**config.mk**
```make
export PLATFORM = sky130hd
export DESIGN_NAME = pbsg_ctrl
export DESIGN_NICKNAME = d
export VERILOG_FILES = /design/src/rtl/pbsg_pkg.sv /design/src/rtl/pbsg_ctrl.sv
export SDC_FILE = /design/constraint.sdc
export NUM_CORES = 1
export LEC_CHECK = 0
export BUFFER_PORTS_ARGS = -buffer_cell sky130_fd_sc_hd__buf_2
export CAP_MARGIN = 5
export CORE_ASPECT_RATIO = 2
export CORE_UTILIZATION = 40
export CTS_CLUSTER_DIAMETER = 50
export DETAILED_ROUTE_END_ITERATION = 16
export PLACE_DENSITY = 0.63
export SKIP_CTS_REPAIR_TIMING = 1
export SLEW_MARGIN = 20
export SYNTH_ARGS = -nofsm -noshare
export SYNTH_HDL_FRONTEND = slang
export SYNTH_SLANG_ARGS = --single-unit
```
**constraint.sdc**
```tcl
create_clock -name clk -period 1.9 [get_ports clk]
set_input_delay 0.19 -clock clk [delete_from_list [all_inputs] [get_ports clk]]
set_output_delay 0.19 -clock clk [all_outputs]
set_load 0.02 [all_outputs]
```
**src/rtl/pbsg_pkg.sv**
```systemverilog
// Shared types, constants and helper functions for the piecewise Bezier setpoint generator.
// Used by every module of the block; depends on nothing else.
package pbsg_pkg;

  // Storage geometry.
  localparam int MAX_SEGMENTS = 8;
  localparam int NPTS         = 10;
  localparam int ADDR_W       = $clog2(MAX_SEGMENTS * NPTS);

  // Fixed-point geometry of the curve parameter and the divider.
  localparam int QB      = 28;
  localparam int QW      = 48;
  localparam int DW      = 36;
  localparam int XW      = 49;
  localparam logic [QB:0] Q_ONE = (QB + 1)'(1) << QB;

  // Input item codes.
  typedef enum logic [1:0] {
    MODE_POINT = 2'd0,
    MODE_DUR   = 2'd1,
    MODE_TICK  = 2'd2
  } mode_t;

  // Configuration register indexes (paddr[3:2]).
  localparam logic [1:0] REG_ENABLE   = 2'd0;
  localparam logic [1:0] REG_SEGCOUNT = 2'd1;
  localparam logic [1:0] REG_ALTITUDE = 2'd2;
  localparam logic [1:0] REG_RATE     = 2'd3;

  typedef struct packed {
    logic [1:0]         mode;
    logic [2:0]         segment_sel;
    logic [3:0]         point_sel;
    logic signed [31:0] point_x;
    logic signed [31:0] point_y;
    logic [15:0]        duration_ticks;
    logic [31:0]        tick;
  } in_t;

  typedef struct packed {
    logic signed [31:0] pos_x;
    logic signed [31:0] pos_y;
    logic signed [31:0] pos_z;
    logic signed [31:0] vel_x;
    logic signed [31:0] vel_y;
    logic signed [31:0] acc_x;
    logic signed [31:0] acc_y;
    logic signed [31:0] jerk_x;
    logic signed [31:0] jerk_y;
    logic [2:0]         segment_now;
  } out_t;

  typedef enum logic [4:0] {
    ST_IDLE, ST_ADV, ST_PREP, ST_DIVS, ST_SETS, ST_POW, ST_MT, ST_MB, ST_MA,
    ST_P0, ST_ML, ST_MH, ST_DL, ST_DV, ST_DF, ST_STORE, ST_OUT
  } state_t;

  // Commands from the controller to the datapath.
  typedef struct packed {
    logic       accept;
    logic       adv;
    logic       prep;
    logic       div_load;
    logic       div_step;
    logic       fetch;
    logic       set_s;
    logic       pow;
    logic       mac_t;
    logic       mac_b;
    logic       mac_a;
    logic       acc_clr;
    logic       post0;
    logic       mul_lo;
    logic       mul_hi;
    logic       fin;
    logic       store;
    logic       diff;
    logic       out_load;
    logic [5:0] cnt;
    logic [1:0] k;
    logic [3:0] i;
  } cmd_t;

  // Binomial coefficients; row k holds degree 9-k.
  localparam logic [6:0] BINOM [0:3][0:9] = '{
    '{7'd1, 7'd9, 7'd36, 7'd84, 7'd126, 7'd126, 7'd84, 7'd36, 7'd9, 7'd1},
    '{7'd1, 7'd8, 7'd28, 7'd56, 7'd70, 7'd56, 7'd28, 7'd8, 7'd1, 7'd0},
    '{7'd1, 7'd7, 7'd21, 7'd35, 7'd35, 7'd21, 7'd7, 7'd1, 7'd0, 7'd0},
    '{7'd1, 7'd6, 7'd15, 7'd20, 7'd15, 7'd6, 7'd1, 7'd0, 7'd0, 7'd0}
  };

  // Derivative scale factors 1, 9, 9*8, 9*8*7.
  function automatic logic [8:0] dfac(input logic [1:0] k);
    logic [8:0] f;
    begin
      case (k)
        2'd0:    f = 9'd1;
        2'd1:    f = 9'd9;
        2'd2:    f = 9'd72;
        default: f = 9'd504;
      endcase
      return f;
    end
  endfunction

  // Saturate a wide signed value to 32 bits.
  function automatic logic signed [31:0] sat32(input logic signed [XW-1:0] v);
    logic signed [31:0] r;
    begin
      if (v > XW'(64'sh7FFF_FFFF)) begin
        r = 32'sh7FFF_FFFF;
      end else if (v < -XW'(64'sh8000_0000)) begin
        r = 32'sh8000_0000;
      end else begin
        r = v[31:0];
      end
      return r;
    end
  endfunction

  // Next segment index, (cur + 1) modulo the clipped segment count.
  function automatic logic [2:0] next_seg(input logic [2:0] cur, input logic [3:0] scount);
    logic [3:0] c;
    logic [3:0] v;
    begin
      if (scount == 4'd0) begin
        c = 4'd1;
      end else if (scount > 4'(MAX_SEGMENTS)) begin
        c = 4'(MAX_SEGMENTS);
      end else begin
        c = scount;
      end
      v = {1'b0, cur} + 4'd1;
      for (int n = 0; n < MAX_SEGMENTS; n++) begin
        if (v >= c) begin
          v = v - c;
        end
      end
      return v[2:0];
    end
  endfunction

endpackage

```
**src/rtl/pbsg_ctrl.sv**
```systemverilog
// Controller: sequences write items and the tick evaluation, drives the datapath.
// Depends on pbsg_pkg for the state, command and mode types.
module pbsg_ctrl (
  input  logic           clk,
  input  logic           rst,
  input  logic           in_valid,
  input  logic [1:0]     in_mode,
  input  logic           enable,
  input  logic           out_ready,
  output logic           in_ready,
  output logic           out_valid,
  output pbsg_pkg::cmd_t cmd
);
  import pbsg_pkg::*;

  state_t     state, state_next;
  logic [5:0] cnt, cnt_next;
  logic [1:0] k, k_next, j, j_next;
  logic [3:0] i, i_next, last_i;
  logic       out_valid_next;

  assign last_i = 4'(NPTS - 1) - {2'b00, k};

  // State and counter registers.
  always_ff @(posedge clk) begin
    if (rst) begin
      state     <= ST_IDLE;
      cnt       <= 6'd0;
      k         <= 2'd0;
      j         <= 2'd0;
      i         <= 4'd0;
      out_valid <= 1'b0;
    end else begin
      state     <= state_next;
      cnt       <= cnt_next;
      k         <= k_next;
      j         <= j_next;
      i         <= i_next;
      out_valid <= out_valid_next;
    end
  end

  // Next state and commands.
  always_comb begin
    state_next     = state;
    cnt_next       = cnt;
    k_next         = k;
    j_next         = j;
    i_next         = i;
    out_valid_next = out_valid && !out_ready;
    in_ready       = (state == ST_IDLE);
    cmd            = '0;
    cmd.cnt        = cnt;
    cmd.k          = k;
    cmd.i          = i;
    case (state)
      ST_IDLE: begin
        if (in_valid) begin
          cmd.accept = 1'b1;
          if (in_mode == MODE_TICK) begin
            state_next = ST_ADV;
          end
        end
      end
      ST_ADV: begin
        cmd.adv    = 1'b1;
        state_next = ST_PREP;
      end
      ST_PREP: begin
        cmd.prep = 1'b1;
        cnt_next = 6'd0;
        state_next = enable ? ST_DIVS : ST_IDLE;
      end
      ST_DIVS: begin
        cmd.div_step = 1'b1;
        cmd.fetch    = 1'b1;
        if (cnt == 6'(QB - 1)) begin
          state_next = ST_SETS;
        end else begin
          cnt_next = cnt + 6'd1;
        end
      end
      ST_SETS: begin
        cmd.set_s   = 1'b1;
        cmd.acc_clr = 1'b1;
        cnt_next    = 6'd1;
        state_next  = ST_POW;
      end
      ST_POW: begin
        cmd.pow = 1'b1;
        if (cnt == 6'(NPTS - 1)) begin
          k_next     = 2'd0;
          i_next     = 4'd0;
          state_next = ST_MT;
        end else begin
          cnt_next = cnt + 6'd1;
        end
      end
      ST_MT: begin
        cmd.mac_t  = 1'b1;
        state_next = ST_MB;
      end
      ST_MB: begin
        cmd.mac_b  = 1'b1;
        state_next = ST_MA;
      end
      ST_MA: begin
        cmd.mac_a = 1'b1;
        if (i == last_i) begin
          state_next = ST_P0;
        end else begin
          i_next     = i + 4'd1;
          state_next = ST_MT;
        end
      end
      ST_P0: begin
        cmd.post0  = 1'b1;
        j_next     = 2'd0;
        state_next = (k == 2'd0) ? ST_STORE : ST_ML;
      end
      ST_ML: begin
        cmd.mul_lo = 1'b1;
        state_next = ST_MH;
      end
      ST_MH: begin
        cmd.mul_hi = 1'b1;
        state_next = ST_DL;
      end
      ST_DL: begin
        cmd.div_load = 1'b1;
        cnt_next     = 6'd0;
        state_next   = ST_DV;
      end
      ST_DV: begin
        cmd.div_step = 1'b1;
        if (cnt == 6'(QW - 1)) begin
          state_next = ST_DF;
        end else begin
          cnt_next = cnt + 6'd1;
        end
      end
      ST_DF: begin
        cmd.fin    = 1'b1;
        j_next     = j + 2'd1;
        state_next = ((j + 2'd1) == k) ? ST_STORE : ST_ML;
      end
      ST_STORE: begin
        cmd.store = 1'b1;
        if (k == 2'd3) begin
          state_next = ST_OUT;
        end else begin
          cmd.diff    = 1'b1;
          cmd.acc_clr = 1'b1;
          k_next      = k + 2'd1;
          i_next      = 4'd0;
          state_next  = ST_MT;
        end
      end
      ST_OUT: begin
        if (!out_valid || out_ready) begin
          cmd.out_load   = 1'b1;
          out_valid_next = 1'b1;
          state_next     = ST_IDLE;
        end
      end
      default: begin
        state_next = ST_IDLE;
      end
    endcase
  end

`ifndef SYNTHESIS
  // A tick transaction always starts the segment check next.
  a_tick_start: assert property (@(posedge clk) disable iff (rst)
    (cmd.accept && (in_mode == MODE_TICK)) |=> (state == ST_ADV))
    else $error("tick transaction did not start evaluation");

  // The output register is only loaded when its previous result is gone.
  a_out_free: assert property (@(posedge clk) disable iff (rst)
    cmd.out_load |-> (!out_valid || out_ready))
    else $error("result overwritten before transfer");

  // Basis index stays within the degree of the current derivative.
  a_mac_range: assert property (@(posedge clk) disable iff (rst)
    (state == ST_MA) |-> (i <= last_i))
    else $error("basis index out of range");

  // Scaling stages run only for derivatives, with the stage index below the derivative order.
  a_scale_count: assert property (@(posedge clk) disable iff (rst)
    (state == ST_ML) |-> (j < k))
    else $error("too many scaling stages");
`endif

endmodule
```
# After elaboration in Yosys (flattened, before gate mapping)
# Cells that the tools add are included.
# W data, S select, Z words.
[word_totals]
reg_bits = 20
in_bits = 7
out_inout_bits = 33
elab_cells = 108
[op_classes]
addsub = 5
eq_ne = 34
muxes = 47
n_reduce_logical = 16
[ops]
columns = ["operator", "n"]
rows = [
  ["$pmux W5 S17", 1],
  ["$eq A5 B4 Y1 const B", 8],
  ["$mux W5", 7],
  ["$pmux W6 S5", 1],
  ["$mux W1", 21],
  ["$eq A5 B3 Y1 const B", 4],
  ["$ne A2 B2 Y1 const B", 10],
  ["$mux W6", 3],
  ["$mux W4", 4],
  ["$pmux W4 S3", 1],
  ["$eq A5 B2 Y1 const B", 2],
  ["$mux W2", 4],
  ["$pmux W2 S2", 2],
  ["$reduce_and A4 Y1", 2],
  ["$add A6 B1 Y6 const B", 1],
  ["$eq A6 B4 Y1 const B", 1],
  ["$eq A6 B5 Y1 const B", 1],
  ["$eq A6 B6 Y1 const B", 1],
  ["$mux W3", 2],
  ["$reduce_and A6 Y1", 1],
  ["$eq A5 B1 Y1 const B", 1],
  ["$eq A5 B5 Y1 const B", 1],
  ["$logic_not A5 Y1", 1],
  ["$reduce_bool A5 Y1", 1],
  ["16 further kinds", 21],
]

# Logic depth before layout (Yosys ltp)
[depth]
depth_word = 4
mapped_depth = 7
depth_no_buf = 6

# Worst setup path after synthesis
# No wires, ideal clock.
[synth_path]
kind = "reg2reg"
from = "register k[0]"
to = "register i[3]"
setup_ns = 0.124
arrival_time_ns = 1.996
required_time_ns = 1.776
slack_ns = -0.220
stages_incl_launch_ff = 6
path_buffers = 0
period_less_slack_ns = 2.120
cell_sequence = "dfxtp_1 -> ha_1 -> nor3_1 -> a31oi_1 -> a22oi_1 -> o21ai_0"
[synth_via]
elab_chain_cells = 4
word_cells_on_any_way = 6
cone_classes = "1 x add/sub; 4 x eq/ne; 1 x reduce/logical"
[synth_lines]
columns = ["item", "line_no", "rtl"]
rows = [
  ["start, declared", "pbsg_ctrl.sv:18", "logic [1:0] k, k_next, j, j_next;"],
  ["start signal, assigned", "pbsg_ctrl.sv:36", "k <= k_next;"],
  ["$sub A4 B2 Y4", "pbsg_ctrl.sv:22", "assign last_i = 4'(NPTS - 1) - {2'b00, k};"],
  ["$eq A4 B4 Y1", "pbsg_ctrl.sv:109", "if (i == last_i) begin"],
  ["$ne A2 B2 Y1 (no source line)", "-", ""],
  ["$reduce_and A4 Y1 (no source line) *", "-", ""],
  ["end signal, assigned", "pbsg_ctrl.sv:38", "i <= i_next;"],
  ["end, declared", "pbsg_ctrl.sv:19", "logic [3:0] i, i_next, last_i;"],
]
# Every way passes the cells marked *; elsewhere a longest branch is shown, timed or not.
# A chain may end at the register's enable or synchronous reset.

# Final worst setup path
[layout_path]
from = "register cnt[1]"
to = "register cnt[0]"
[layout_via]
elab_chain_cells = 3
word_cells_on_any_way = 7
cone_classes = "6 x eq/ne; 1 x reduce/logical"
[layout_lines]
columns = ["item", "line_no", "rtl"]
rows = [
  ["start, declared", "pbsg_ctrl.sv:17", "logic [5:0] cnt, cnt_next;"],
  ["start signal, assigned", "pbsg_ctrl.sv:35", "cnt <= cnt_next;"],
  ["$eq A6 B6 Y1 (tied with other cells)", "pbsg_ctrl.sv:136", "if (cnt == 6'(QW - 1)) begin"],
  ["$ne A2 B2 Y1 (no source line)", "-", ""],
  ["$reduce_and A4 Y1 (no source line) *", "-", ""],
]
# Marked as above.

==> metrics.csv <==
stage,metric,value,unit
logic_synthesis,synth_warnings,0,
grt,grt-ovfl-total,0,
cells_and_area,nets,270,
cells_and_area,diodes,0,
timing,drv_slew,0,
logic_synthesis,synth-seq-area-share,0.268,
power_and_ir_drop,internal-power,0.596,mW
timing,hold_violations,0,
power_and_ir_drop,power_frac_clock,0.360,
cts,tritoncts,yes,
grt,grt_pass1_wl,7140,um
setup_path,r2r_cells,6,
grt,grt_pass1_vias,1596,
setup_path,cp_max_fo,5,
logic_synthesis,ys.flop_type,dfxtp_1,
setup_path,worstSetupStartpointType,flop,
cts,cts_buffers,3,
route,wire_per_inst,14.1,um
route,drc,0,
min_path,min_path_cells,4,
setup_path,arrival,1.99,ns
power_and_ir_drop,finalPower,0.795,mW
cells_and_area,drive_above_1_share,0.344,
die,start_util,0.413,
logic_synthesis,post_synth_num_cell_types,51,
grt,grt_start_max_net_pins,23,
timing,setup-tns-final,0,ns
die,die_area,0.00399,mm^2
logic_synthesis,ys_async_sr_fraction,0,
logic_synthesis,syn_avg_cell_area,7.46,um^2
route,first_pass_iters,4,
power_and_ir_drop,ir_worst_vdd,0.457,mV
timing,fin_worst_skew,0.00733,ns
timing,slew_headroom,0.557,
cells_and_area,layout_common_cells,"buf_2, buf_4, nor2_1",
logic_synthesis,syn-cell-area,0.00149,mm^2
setup_path,endpoint_kind,flop,
cts,h-tree-depth,1,
cells_and_area,layout_commonest_cell,buf_2,
placed_design,io_buffer_count,39,
die,core.rowCount,31,
cells_and_area,area_growth,32.6,%
placed_design,place_hpwl,3320,um
cts,clk_latency,0.26,ns
cts,cts.sinks,20,
setup_path,ff2ff_setup_slack,0.07,ns
logic_synthesis,synth_fp_nets,212,
route,drt-initial-drc-count,33,
route,wl,4310,um
logic_synthesis,ys_ff_latch,20,
timing,finalCriticalPeriod,1.83,ns
min_path,hp-class,primary input to flop,
die,core,0.00361,mm^2
timing,worst_pin_slew,0.661,ns
cells_and_area,multi_input_area,0.00105,mm^2
grt,antenna_found_initial,0,
route,avgViaCountPerCell,5.49,
power_and_ir_drop,p_seq_frac,0.539,
placed_design,gp_routability_congestion,0.942,
route,antenna_left,0,
power_and_ir_drop,p_sw_frac,0.250,
power_and_ir_drop,p_per_area,402,mW/mm^2
timing,fmax,0.547,GHz
cts,cts-root-buf,clkbuf_8,
timing,final.period_utilization,0.963,
cts,cts.clk_slew.worst_paths,0.08,ns
logic_synthesis,synth_edf_count,0,
logic_synthesis,synth_area_leaders,"dfxtp_1, nor2_1, nand2_1, nor3_1, ha_1",
logic_synthesis,post-synth-top-area-cell,dfxtp_1,
power_and_ir_drop,comb_power_share,0.100,
grt,grtUsageTotal,0.241,
setup_path,crit_type,flop to flop,
die,io_pins,40,
timing,hold_slack,0.251,ns
logic_synthesis,synth.top_cell.area_share,0.268,
die,die_y,88.4,um
job,drv_cap,0,
die,die_x,45.2,um
cts,clockBufferDepth,2,
logic_synthesis,netlist_instances,200,
power_and_ir_drop,p_leak,0.912,nW
cells_and_area,seqCellArea,405,um^2
status,status,"finished, final reports clean",
timing,setup_viol,0,
cells_and_area,fillers,388,
power_and_ir_drop,p_sw,0.199,mW
setup_path,critPathRequiredTime,2.06,ns
route,vias,1674,
## through the flow
stage	cells	util	setup WS, ns	area [um^2]
finish	305	0.548	0.0706	1980
global route	305	0.548	-0.0417	1980
CTS	304	0.534	-0.0289	1930
detailed placement	301	0.523	0.0691	1890
global placement	301	0.523	0.0748	1890
floorplan	200	-	0.0160	1500
## logic make-up (layout without fill, tap and decap cells)
logic type | after synthesis | count (layout) | synth area share
xor+xnor | 2 | 2 | 0.0117
compound gates | 37 | 37 | 0.168
fa+ha+maj | 5 | 5 | 0.0419
mux | 4 | 4 | 0.0302
simple gates | 113 | 113 | 0.422
flops | 20 | 20 | 0.268
buf+inv | 19 | 75 | 0.0579
## path summary, 6_finish.rpt
path                            startpoint        end
worst min-delay path             out_ready  out_valid
worst min register to register      cnt[1]     cnt[1]
worst max register to register      cnt[1]     cnt[0]
worst max-delay path                cnt[1]     cnt[0]
## power by group through the flow
stage	sequential (mW)	combinational, mW	clock [mW]
after global placement	0.438	0.0794	0
after global routing	0.429	0.0893	0.304
after detailed placement	0.438	0.0793	0
after floorplan	0.435	0.0540	0
after CTS	0.428	0.0795	0.293
final	0.429	0.0799	0.286
## registers in the layout, indices dropped and copies added, names as in the netlist
name / count
cnt: 6
i: 4
j: 2
k: 2
out_valid: 1
state: 5
## synth_stat cells, types with 3 or more instances
master     n
nand2_1   20
nor2_1    22
nor3b_1    5
a22oi_1    3
o31ai_1    3
nor2b_1    7
inv_1      7
nor4_1     4
nand3b_1   4
a211oi_1   3
and3_1     3
nand2b_1   3
clkbuf_1   6
o21ai_0    6
and2_1     3
mux2i_1    3
nor3_1    13
nand3_1    7
dfxtp_1   20
a21oi_1   10
ha_1       5
buf_2      3
or3_1      5
## per-layer routing
metal / track usage / routed length [um] / vias up
li1: - / - / 835
met1: 0.243 / 1680 / 792
met2: 0.451 / 2390 / 39
met3: 0.0204 / 104 / 8
met4: 0.143 / 140 / 0
met5: 0 / 0 / -
## critical path: stages (launching register included)
cell and delay, ns:
dfxtp_2 0.36, inv_1 0.06, ha_1 0.18, and3_4 0.16, o211a_1 0.25, or3_4 0.42
mux2_4 0.30
## cell type report
type / instances / area share
Timing Repair Buffer: 65 / 0.201
Clock buffer: 3 / 0.0209
Sequential cell: 20 / 0.205
Inverter: 7 / 0.0133
Tap cell: 49 / 0.0310
Multi-Input combinational cell: 161 / 0.529
(Power assumes the default switching activity.)
